[src/hdl/idle_valve_duty_stepper_unit_assert.svh]
// Assertion macros shared by the idle valve duty stepper RTL.
`ifndef IDLE_VALVE_DUTY_STEPPER_UNIT_ASSERT_SVH
`define IDLE_VALVE_DUTY_STEPPER_UNIT_ASSERT_SVH

// Same-cycle implication, checked on every rising edge outside reset.
`define IVDS_ASSERT_IMPLY(lbl, ante, cons, msg) \
  lbl: assert property (@(posedge clk) disable iff (!rst_n) (ante) |-> (cons)) \
    else $error(msg);

// Next-cycle implication, checked on every rising edge outside reset.
`define IVDS_ASSERT_NEXT(lbl, ante, cons, msg) \
  lbl: assert property (@(posedge clk) disable iff (!rst_n) (ante) |=> (cons)) \
    else $error(msg);

`endif

[src/hdl/ivds_pkg.sv]
// Package with word types, register indexes, reason codes and constants of the duty stepper.
package ivds_pkg;

  localparam int RPM_W    = 14;
  localparam int TIME_W   = 32;
  localparam int POS_W    = 10;
  localparam int DUTY_W   = 10;
  localparam int REASON_W = 4;
  localparam int TARGET_W = 13;

  localparam int CFG_INDEX_W = 3;
  localparam int CFG_DATA_W  = 13;

  // Duty with sign and headroom for an add or subtract of a step.
  localparam int DUTY_EXT_W = DUTY_W + 2;

  // Band edges: floor(target * k / 100) as target * (k * RECIP) >> RECIP_SHIFT,
  // with RECIP = ceil(2^RECIP_SHIFT / 100). Exact for all 13-bit targets.
  localparam int RECIP_SHIFT = 27;
  localparam int MULT_W      = 28;
  localparam int PROD_W      = TARGET_W + MULT_W;
  localparam logic [MULT_W-1:0] LEFT_MULT  = MULT_W'(93 * 1342178);
  localparam logic [MULT_W-1:0] RIGHT_MULT = MULT_W'(107 * 1342178);

  localparam logic [DUTY_W-1:0] DEFAULT_DUTY = DUTY_W'(600);
  localparam logic [TIME_W-1:0] SETTLE_MS    = TIME_W'(1000);
  localparam logic [POS_W-1:0]  LOCKOUT_POS  = POS_W'(50);
  localparam logic [RPM_W:0]    MARGIN_RPM   = (RPM_W + 1)'(100);

  // Reset values of the configuration registers.
  localparam logic [RPM_W-1:0]  LEFT_RST       = RPM_W'(930);
  localparam logic [RPM_W-1:0]  RIGHT_RST      = RPM_W'(1070);
  localparam logic [DUTY_W-1:0] MIN_DUTY_RST   = DUTY_W'(100);
  localparam logic [DUTY_W-1:0] MAX_DUTY_RST   = DUTY_W'(900);
  localparam logic [DUTY_W-1:0] BIG_STEP_RST   = DUTY_W'(20);
  localparam logic [DUTY_W-1:0] SMALL_STEP_RST = DUTY_W'(5);

  localparam logic [CFG_INDEX_W-1:0] CFG_TARGET_RPM          = CFG_INDEX_W'(0);
  localparam logic [CFG_INDEX_W-1:0] CFG_MIN_DUTY            = CFG_INDEX_W'(1);
  localparam logic [CFG_INDEX_W-1:0] CFG_MAX_DUTY            = CFG_INDEX_W'(2);
  localparam logic [CFG_INDEX_W-1:0] CFG_BIG_DECREASE_STEP   = CFG_INDEX_W'(3);
  localparam logic [CFG_INDEX_W-1:0] CFG_SMALL_DECREASE_STEP = CFG_INDEX_W'(4);
  localparam logic [CFG_INDEX_W-1:0] CFG_BIG_INCREASE_STEP   = CFG_INDEX_W'(5);
  localparam logic [CFG_INDEX_W-1:0] CFG_SMALL_INCREASE_STEP = CFG_INDEX_W'(6);

  localparam logic [REASON_W-1:0] RSN_STOP_CRANK = REASON_W'(0);
  localparam logic [REASON_W-1:0] RSN_FAR_LOW    = REASON_W'(1);
  localparam logic [REASON_W-1:0] RSN_SETTLING   = REASON_W'(2);
  localparam logic [REASON_W-1:0] RSN_IN_BAND    = REASON_W'(3);
  localparam logic [REASON_W-1:0] RSN_LOCKOUT    = REASON_W'(4);
  localparam logic [REASON_W-1:0] RSN_BIG_DOWN   = REASON_W'(5);
  localparam logic [REASON_W-1:0] RSN_SMALL_DOWN = REASON_W'(6);
  localparam logic [REASON_W-1:0] RSN_BIG_UP     = REASON_W'(7);
  localparam logic [REASON_W-1:0] RSN_SMALL_UP   = REASON_W'(8);

  typedef struct packed {
    logic [RPM_W-1:0]  engine_rpm;
    logic [TIME_W-1:0] now_ms;
    logic              cranking;
    logic              tps_present;
    logic [POS_W-1:0]  throttle_pos;
  } ivds_in_t;

  typedef struct packed {
    logic [DUTY_W-1:0]   duty;
    logic [REASON_W-1:0] reason;
  } ivds_out_t;

endpackage

[src/hdl/idle_valve_duty_stepper_unit.sv]
// Idle valve duty stepper: one control tick in, new valve duty and reason code out.
//
// Each input word is one control tick. It is caught in an input register, and once the
// output register is empty or being emptied, a single pass of compares, one add and a
// clamp decides the new duty, which lands in the output register together with the
// reason code while the duty and last-change-time state update at the same edge. A new
// word is accepted every cycle as long as the result side keeps up; the rate is set by
// the feedback of the duty state through that pass. The output register lets a new
// word enter while an earlier result is still waiting to be taken. The band edges,
// floor of 0.93 and 1.07 times the target speed, are worked out by constant
// multiplications when the target is written and are kept in registers, so the
// target register itself is not stored. Configuration is meant to be written only
// while the block is idle.
`include "idle_valve_duty_stepper_unit_assert.svh"

module idle_valve_duty_stepper_unit (
  input  logic                                 clk,
  input  logic                                 rst_n,
  input  logic                                 in_valid,
  output logic                                 in_stall,
  input  ivds_pkg::ivds_in_t                   in_word,
  output logic                                 out_valid,
  input  logic                                 out_stall,
  output ivds_pkg::ivds_out_t                  out_word,
  input  logic                                 cfg_wr_en,
  input  logic [ivds_pkg::CFG_INDEX_W-1:0]     cfg_index,
  input  logic [ivds_pkg::CFG_DATA_W-1:0]      cfg_wdata
);
  import ivds_pkg::*;

  // Configuration registers. The band edges replace the raw target speed.
  logic [RPM_W-1:0]  left_r, right_r;
  logic [DUTY_W-1:0] min_duty_r, max_duty_r;
  logic [DUTY_W-1:0] big_dec_r, small_dec_r, big_inc_r, small_inc_r;

  // Block state.
  logic [DUTY_W-1:0] valve_duty_r;
  logic [TIME_W-1:0] last_change_r;

  // Handshake and payload registers.
  logic      in_vld_r, in_vld_nxt;
  logic      out_vld_r, out_vld_nxt;
  ivds_in_t  in_r;
  ivds_out_t out_r, out_nxt;

  logic accept_in;
  logic move;

  // Band edge computation from the written target.
  logic [PROD_W-1:0] left_prod, right_prod;
  logic [RPM_W-1:0]  left_nxt, right_nxt;

  // Decision logic.
  logic [RPM_W+3:0]        rpm_x10, left_x7;
  logic [TIME_W-1:0]       elapsed;
  logic [RPM_W:0]          right_plus;
  logic [RPM_W:0]          rpm_plus;
  logic                    stop_crank, far_low, settling, in_band, lockout;
  logic                    big_down, small_down, big_up;
  logic                    apply;
  logic [REASON_W-1:0]     reason;
  logic signed [DUTY_EXT_W-1:0] cur_s, want_s, raise_s, clamp_s;
  logic signed [DUTY_EXT_W-1:0] min_s, max_s;
  logic [DUTY_W-1:0]       duty_nxt;
  logic                    changed;

  // ---------------------------------------------------------------------------
  // Configuration port. A target write loads both band edges at once, so a tick
  // arriving right after the write already sees the new band.
  // ---------------------------------------------------------------------------
  assign left_prod  = PROD_W'(cfg_wdata[TARGET_W-1:0]) * PROD_W'(LEFT_MULT);
  assign right_prod = PROD_W'(cfg_wdata[TARGET_W-1:0]) * PROD_W'(RIGHT_MULT);
  assign left_nxt   = left_prod[RECIP_SHIFT +: RPM_W];
  assign right_nxt  = right_prod[RECIP_SHIFT +: RPM_W];

  always_ff @(posedge clk) begin
    if (!rst_n) begin
      left_r      <= LEFT_RST;
      right_r     <= RIGHT_RST;
      min_duty_r  <= MIN_DUTY_RST;
      max_duty_r  <= MAX_DUTY_RST;
      big_dec_r   <= BIG_STEP_RST;
      small_dec_r <= SMALL_STEP_RST;
      big_inc_r   <= BIG_STEP_RST;
      small_inc_r <= SMALL_STEP_RST;
    end else if (cfg_wr_en) begin
      case (cfg_index)
        CFG_TARGET_RPM: begin
          left_r  <= left_nxt;
          right_r <= right_nxt;
        end
        CFG_MIN_DUTY:            min_duty_r  <= cfg_wdata[DUTY_W-1:0];
        CFG_MAX_DUTY:            max_duty_r  <= cfg_wdata[DUTY_W-1:0];
        CFG_BIG_DECREASE_STEP:   big_dec_r   <= cfg_wdata[DUTY_W-1:0];
        CFG_SMALL_DECREASE_STEP: small_dec_r <= cfg_wdata[DUTY_W-1:0];
        CFG_BIG_INCREASE_STEP:   big_inc_r   <= cfg_wdata[DUTY_W-1:0];
        CFG_SMALL_INCREASE_STEP: small_inc_r <= cfg_wdata[DUTY_W-1:0];
        default: begin
        end
      endcase
    end
  end

  // ---------------------------------------------------------------------------
  // Flow control. A word leaves the input register when the output register is
  // empty or being emptied; the input register refills in that same cycle.
  // ---------------------------------------------------------------------------
  assign move        = in_vld_r && (!out_vld_r || !out_stall);
  assign in_stall    = in_vld_r && !move;
  assign accept_in   = in_valid && !in_stall;
  assign in_vld_nxt  = accept_in || (in_vld_r && !move);
  assign out_vld_nxt = move || (out_vld_r && out_stall);

  // ---------------------------------------------------------------------------
  // Decision pass. The checks follow a fixed priority: stopped or cranking, far
  // below the band, settling, inside the band, throttle lockout, then a step.
  // ---------------------------------------------------------------------------
  assign rpm_x10    = (RPM_W + 4)'({in_r.engine_rpm, 3'b000})
                    + (RPM_W + 4)'({in_r.engine_rpm, 1'b0});
  assign left_x7    = (RPM_W + 4)'({left_r, 3'b000}) - (RPM_W + 4)'(left_r);
  assign elapsed    = in_r.now_ms - last_change_r;
  assign right_plus = (RPM_W + 1)'(right_r) + MARGIN_RPM;
  assign rpm_plus   = (RPM_W + 1)'(in_r.engine_rpm) + MARGIN_RPM;

  assign stop_crank = (in_r.engine_rpm == '0) || in_r.cranking;
  assign far_low    = rpm_x10 < left_x7;
  assign settling   = elapsed < SETTLE_MS;
  assign in_band    = (in_r.engine_rpm > left_r) && (in_r.engine_rpm < right_r);
  assign lockout    = !in_r.tps_present || (in_r.throttle_pos > LOCKOUT_POS);
  assign big_down   = (RPM_W + 1)'(in_r.engine_rpm) >= right_plus;
  assign small_down = in_r.engine_rpm >= right_r;
  // Below the lower edge by more than the margin; never true when the edge
  // itself is under the margin.
  assign big_up     = rpm_plus < (RPM_W + 1)'(left_r);

  assign cur_s = $signed({2'b00, valve_duty_r});
  assign min_s = $signed({2'b00, min_duty_r});
  assign max_s = $signed({2'b00, max_duty_r});

  always_comb begin
    apply  = 1'b1;
    reason = RSN_SMALL_UP;
    want_s = cur_s + $signed({2'b00, small_inc_r});
    if (stop_crank) begin
      reason = RSN_STOP_CRANK;
      want_s = $signed({2'b00, DEFAULT_DUTY});
    end else if (far_low) begin
      reason = RSN_FAR_LOW;
      want_s = $signed({2'b00, DEFAULT_DUTY});
    end else if (settling) begin
      apply  = 1'b0;
      reason = RSN_SETTLING;
    end else if (in_band) begin
      apply  = 1'b0;
      reason = RSN_IN_BAND;
    end else if (lockout) begin
      apply  = 1'b0;
      reason = RSN_LOCKOUT;
    end else if (big_down) begin
      reason = RSN_BIG_DOWN;
      want_s = cur_s - $signed({2'b00, big_dec_r});
    end else if (small_down) begin
      reason = RSN_SMALL_DOWN;
      want_s = cur_s - $signed({2'b00, small_dec_r});
    end else if (big_up) begin
      reason = RSN_BIG_UP;
      want_s = cur_s + $signed({2'b00, big_inc_r});
    end
  end

  // Raise to the minimum first, then cap at the maximum, so the maximum wins
  // when the two limits are crossed.
  assign raise_s  = (want_s < min_s) ? min_s : want_s;
  assign clamp_s  = (raise_s > max_s) ? max_s : raise_s;
  assign duty_nxt = apply ? clamp_s[DUTY_W-1:0] : valve_duty_r;
  assign changed  = apply && (clamp_s[DUTY_W-1:0] != valve_duty_r);

  assign out_nxt.duty   = duty_nxt;
  assign out_nxt.reason = reason;

  // ---------------------------------------------------------------------------
  // Registers.
  // ---------------------------------------------------------------------------
  always_ff @(posedge clk) begin
    if (!rst_n) begin
      in_vld_r      <= 1'b0;
      out_vld_r     <= 1'b0;
      valve_duty_r  <= DEFAULT_DUTY;
      last_change_r <= '0;
    end else begin
      in_vld_r  <= in_vld_nxt;
      out_vld_r <= out_vld_nxt;
      if (move) begin
        valve_duty_r <= duty_nxt;
        if (changed) begin
          last_change_r <= in_r.now_ms;
        end
      end
    end
  end

  always_ff @(posedge clk) begin
    if (accept_in) begin
      in_r <= in_word;
    end
    if (move) begin
      out_r <= out_nxt;
    end
  end

  assign out_valid = out_vld_r;
  assign out_word  = out_r;

  // ---------------------------------------------------------------------------
  // Checks on the state update and the flow control.
  // ---------------------------------------------------------------------------
  `IVDS_ASSERT_NEXT(a_duty_holds_without_tick, !move, $stable(valve_duty_r),
    "valve duty changed without a tick being processed")
  `IVDS_ASSERT_NEXT(a_time_tracks_duty, move && !changed, $stable(last_change_r),
    "last change time moved although the duty did not change")
  `IVDS_ASSERT_IMPLY(a_result_matches_state, out_vld_r && $past(move),
    out_r.duty == valve_duty_r, "fresh result duty differs from the held duty")
  `IVDS_ASSERT_IMPLY(a_stall_only_when_full, in_stall, in_vld_r && out_vld_r && out_stall,
    "input stalled while a word could move on")

endmodule

[config.mk]
export PLATFORM = sky130hd
export DESIGN_NAME = idle_valve_duty_stepper_unit
export DESIGN_NICKNAME = d
export VERILOG_FILES = /design/src/hdl/ivds_pkg.sv /design/src/hdl/idle_valve_duty_stepper_unit.sv
export VERILOG_INCLUDE_DIRS = /design/src /design/src/hdl
export SDC_FILE = /design/constraint.sdc
export NUM_CORES = 1
export LEC_CHECK = 0
export BUFFER_PORTS_ARGS = -buffer_cell sky130_fd_sc_hd__clkbuf_2
export CORE_ASPECT_RATIO = 1.2
export CORE_MARGIN = 3
export CORE_UTILIZATION = 60
export DETAILED_ROUTE_END_ITERATION = 16
export GPL_ROUTABILITY_DRIVEN = 0
export PLACE_DENSITY = 0.79
export SYNTH_ARGS = -nofsm -noshare
export SYNTH_HDL_FRONTEND = slang
export SYNTH_SLANG_ARGS = --single-unit
[constraint.sdc]
create_clock -name clk -period 22.7 [get_ports clk]
set_clock_uncertainty 0.2 [all_clocks]
set_input_delay 1.135 -clock clk [delete_from_list [all_inputs] [get_ports clk]]
set_output_delay 1.135 -clock clk [all_outputs]
set_load 0.03 [all_outputs]
==> impl_metrics.py <==
metrics = {
    "final_layout": {
        "areaGrowthSynthToFinish_pct": 7.202,
        "fin_cells": 3337,
        "fill_cells": 3152,
        "fin_nets": 3442,
        "n_antenna_cell": 0,
        "drive_above_1_share": 0.07989,
        "post-route-cell-area_um2": 26110,
    },
    "die": {
        "start_util": 0.6099,
        "core_area_um2": 39940,
        "fp.dieH_um": 226.7,
        "ioPinCount": 95,
        "dieArea_um2": 43060,
        "rows": 80,
        "fp.dieW_um": 189.9,
    },
    "route": {
        "drtPass1Iterations": 6,
        "first_iter_violations": 2067,
        "ant_nets": 0,
        "vias": 21330,
        "drt_wl_total_um": 72890,
        "drc": 0,
        "wire_per_inst_um": 21.84,
        "vias_per_cell": 6.391,
    },
    "sta": {
        "rsz0062_at_grt": "false",
        "tightest_slew_ps": 1274,
        "clock.fmax_mhz": 81.02,
        "slew_headroom": 0.1442,
        "setup_viol": 0,
        "period_minus_slack_ps": 12340,
        "hold_viol_final": 0,
        "slew_violations": 0,
        "timing.setup.tns_ps": 0,
        "period_share": 0.5437,
        "worst_slack_ps": 10360,
    },
    "yosys": {
        "synth_area_leaders": "ha_1 20%, fa_1 15%, dfxtp_1 11%",
        "synth_ff_type": "dfxtp_1",
        "synth_most_common_cell": "ha_1",
        "synth_area_per_cell_um2": 8.880,
        "yosys.area_share.simple": 0.1414,
        "ys_seq_area_frac": 0.1964,
        "synth_compound_area_frac": 0.1882,
        "synth_top_area_frac": 0.2034,
        "syn_area_um2": 24360,
        "synthArstFlopShare": 0,
        "synth_mux_area_frac": 0.01413,
        "synthDistinctLibCells": 87,
        "syn_nets": 3398,
        "netlist_instances": 2743,
        "synthXorXnorAreaFrac": 0.03380,
        "synth_warnings": 0,
        "synthTopCellsByCount": "396 x ha_1, 379 x inv_1, 272 x nand2_1",
        "synth_fa_ha_area_frac": 0.3514,
        "ys_ff_latch": 203,
        "synth_top_family_by_area": "adder cells",
        "synth_top_area_cell": "ha_1",
        "synth_edf_count": 72,
    },
    "clocking": {
        "clk_pin_slew_ps": 60,
        "cts_max_path_buffers": 3,
        "cts_made_buffers": 23,
        "clk_latency_ps": 550,
        "clkSinkCount": 203,
        "post_cts_buffers": 0,
        "cts_resized": 0,
        "hold_buffers": 0,
        "cts.htree.levels": 1,
        "cts_tree": "built",
        "clock-root-buffer": "clkbuf_16",
    },
    "run": {
        "cap_violations": 0,
    },
    "min_path": {
        "holdCritPathClass": "flop to flop",
    },
    "global_route": {
        "overflow": 0,
        "track_usage": 0.3370,
        "grt_pass1_vias": 21600,
        "antenna_found_initial": 0,
        "grt_first_pass_wirelength_um": 114700,
        "grt_start_max_net_pins": 101,
    },
    "pwr": {
        "p_seq_frac": 0.198,
        "peakVddDrop_v": 0.0001081,
        "clockPowerShare": 0.187,
        "totalPowerFinal_uw": 2197,
        "p_switching_uw": 992.9,
        "p_sw_frac": 0.4520,
        "power_density_nw_per_um2": 84.12,
        "comb_power_share": 0.615,
        "p_leak_uw": 0.01185,
        "intPower_uw": 1204,
    },
    "outcome": {
        "status": "finished, final reports clean",
    },
    "critical_path": {
        "required_ps": 22900,
        "cp_slowest_cell": "nor3_2",
        "cp_max_fo": 33,
        "cp.arrival_ps": 12550,
        "critPathCaptureType": "flop",
        "cpPeakStageDelay_ps": 950,
        "crit_path_frequent_cell": "o21a_1",
        "critPathKind": "flop to flop",
        "crit_path_start_kind": "flop",
    },
    "place": {
        "dp.cells": 3295,
        "place_area_um2": 25280,
        "portBuffers": 94,
        "post-place-ws_ps": 10690,
        "dpl.hpwl_um": 56050,
    },
}
[worst max-delay path, delay by kind of cell (launching register included)]
family	cells	cell delay (ps)
flip-flops	1	370
buffers and inverters	3	810
adder cells (fa/ha/maj)	5	1610
AO/OA/AOI/OAI	28	5860
AND/OR/NAND/NOR	14	3280
[layout make-up]
type	count	area (um2)	share of cell area
clock buffer	28	635.6	0.02434
clock inverter	14	191.4	0.007331
inverter	381	1430	0.05477
multi-input combinational	2066	17790	0.6815
sequential	203	4785	0.1832
tap	533	666.9	0.02554
timing repair buffer	112	608.1	0.02329
[through the flow]
step	hold WS, ps	utilization
after global routing	272.1	0.6538
after detailed placement	246.9	0.6331
after CTS	256.1	0.6538
final	256.3	0.6538
after global placement	239.4	0.6331
after floorplan	231.9	-
[kinds of logic (layout without fill, tap and decap cells)]
| group | after synthesis | after routing |
|---|---|---|
| buffers and inverters | 474 | 535 |
| DFF | 203 | 203 |
| AOI/OAI and AO/OA | 649 | 649 |
| and+or+nand+nor | 714 | 714 |
| adders and majority gates | 576 | 576 |
| xor gates and xnor gates | 94 | 94 |
| muxes | 33 | 33 |
[flip-flops by register name, summed over array words and instances, names as in the netlist]
signal	flops
min_duty_r	10
in_vld_r	1
right_r	14
big_dec_r	10
small_dec_r	10
big_inc_r	10
left_r	13
in_r	58
last_change_r	32
max_duty_r	10
small_inc_r	10
out_valid	1
out_word	14
valve_duty_r	10
[cell usage in the layout, fill, tap and decap left out, types with 11 or more instances in the layout]
cell type	count
dfxtp_1	131
fa_1	180
a21o_1	52
buf_4	19
ha_1	396
a211oi_1	16
o21ai_0	100
a21oi_1	169
nor3_1	52
clkbuf_16	24
or3_1	16
o32a_1	32
and3_1	50
nor2_1	103
o311ai_1	20
nand2_1	272
clkbuf_2	93
edfxtp_1	72
nand4_1	24
o311ai_2	12
mux2_2	11
mux2i_1	22
nor2b_1	27
inv_1	379
xnor2_1	61
o21a_1	35
nand3_1	77
o211ai_1	58
or2_2	21
nand2b_1	23
a31oi_1	19
xor2_1	33
[worst paths after layout]
| path | slack, ps | to | start | cells after the start |
|---|---|---|---|---|
| hold reg to reg | 260 | right_r[7] | right_r[7] | 2 |
| setup reg to reg | 10360 | last_change_r[30] | left_r[3] | 50 |
| hold / removal | 260 | right_r[7] | right_r[7] | 2 |
| setup / recovery | 10360 | last_change_r[30] | left_r[3] | 50 |
[power by group through the flow]
stage | clock network (uW) | registers [uW] | logic, uW
finish | 411 | 436 | 1350
global route | 428 | 437 | 1520
CTS | 413 | 434 | 1330
detailed placement | 0 | 442 | 1320
global placement | 0 | 441 | 1260
floorplan | 0 | 433 | 976
[routing by layer]
layer  vias to the layer above  track usage  wire (um)
met5                         -            0          0
met4                         0       0.2357       5951
met3                       338      0.05072       5593
met2                      1053       0.5693      34290
met1                     10120       0.3937      27050
li1                       9813            -          -
Note: power is estimated with default switching activity, not from simulation.
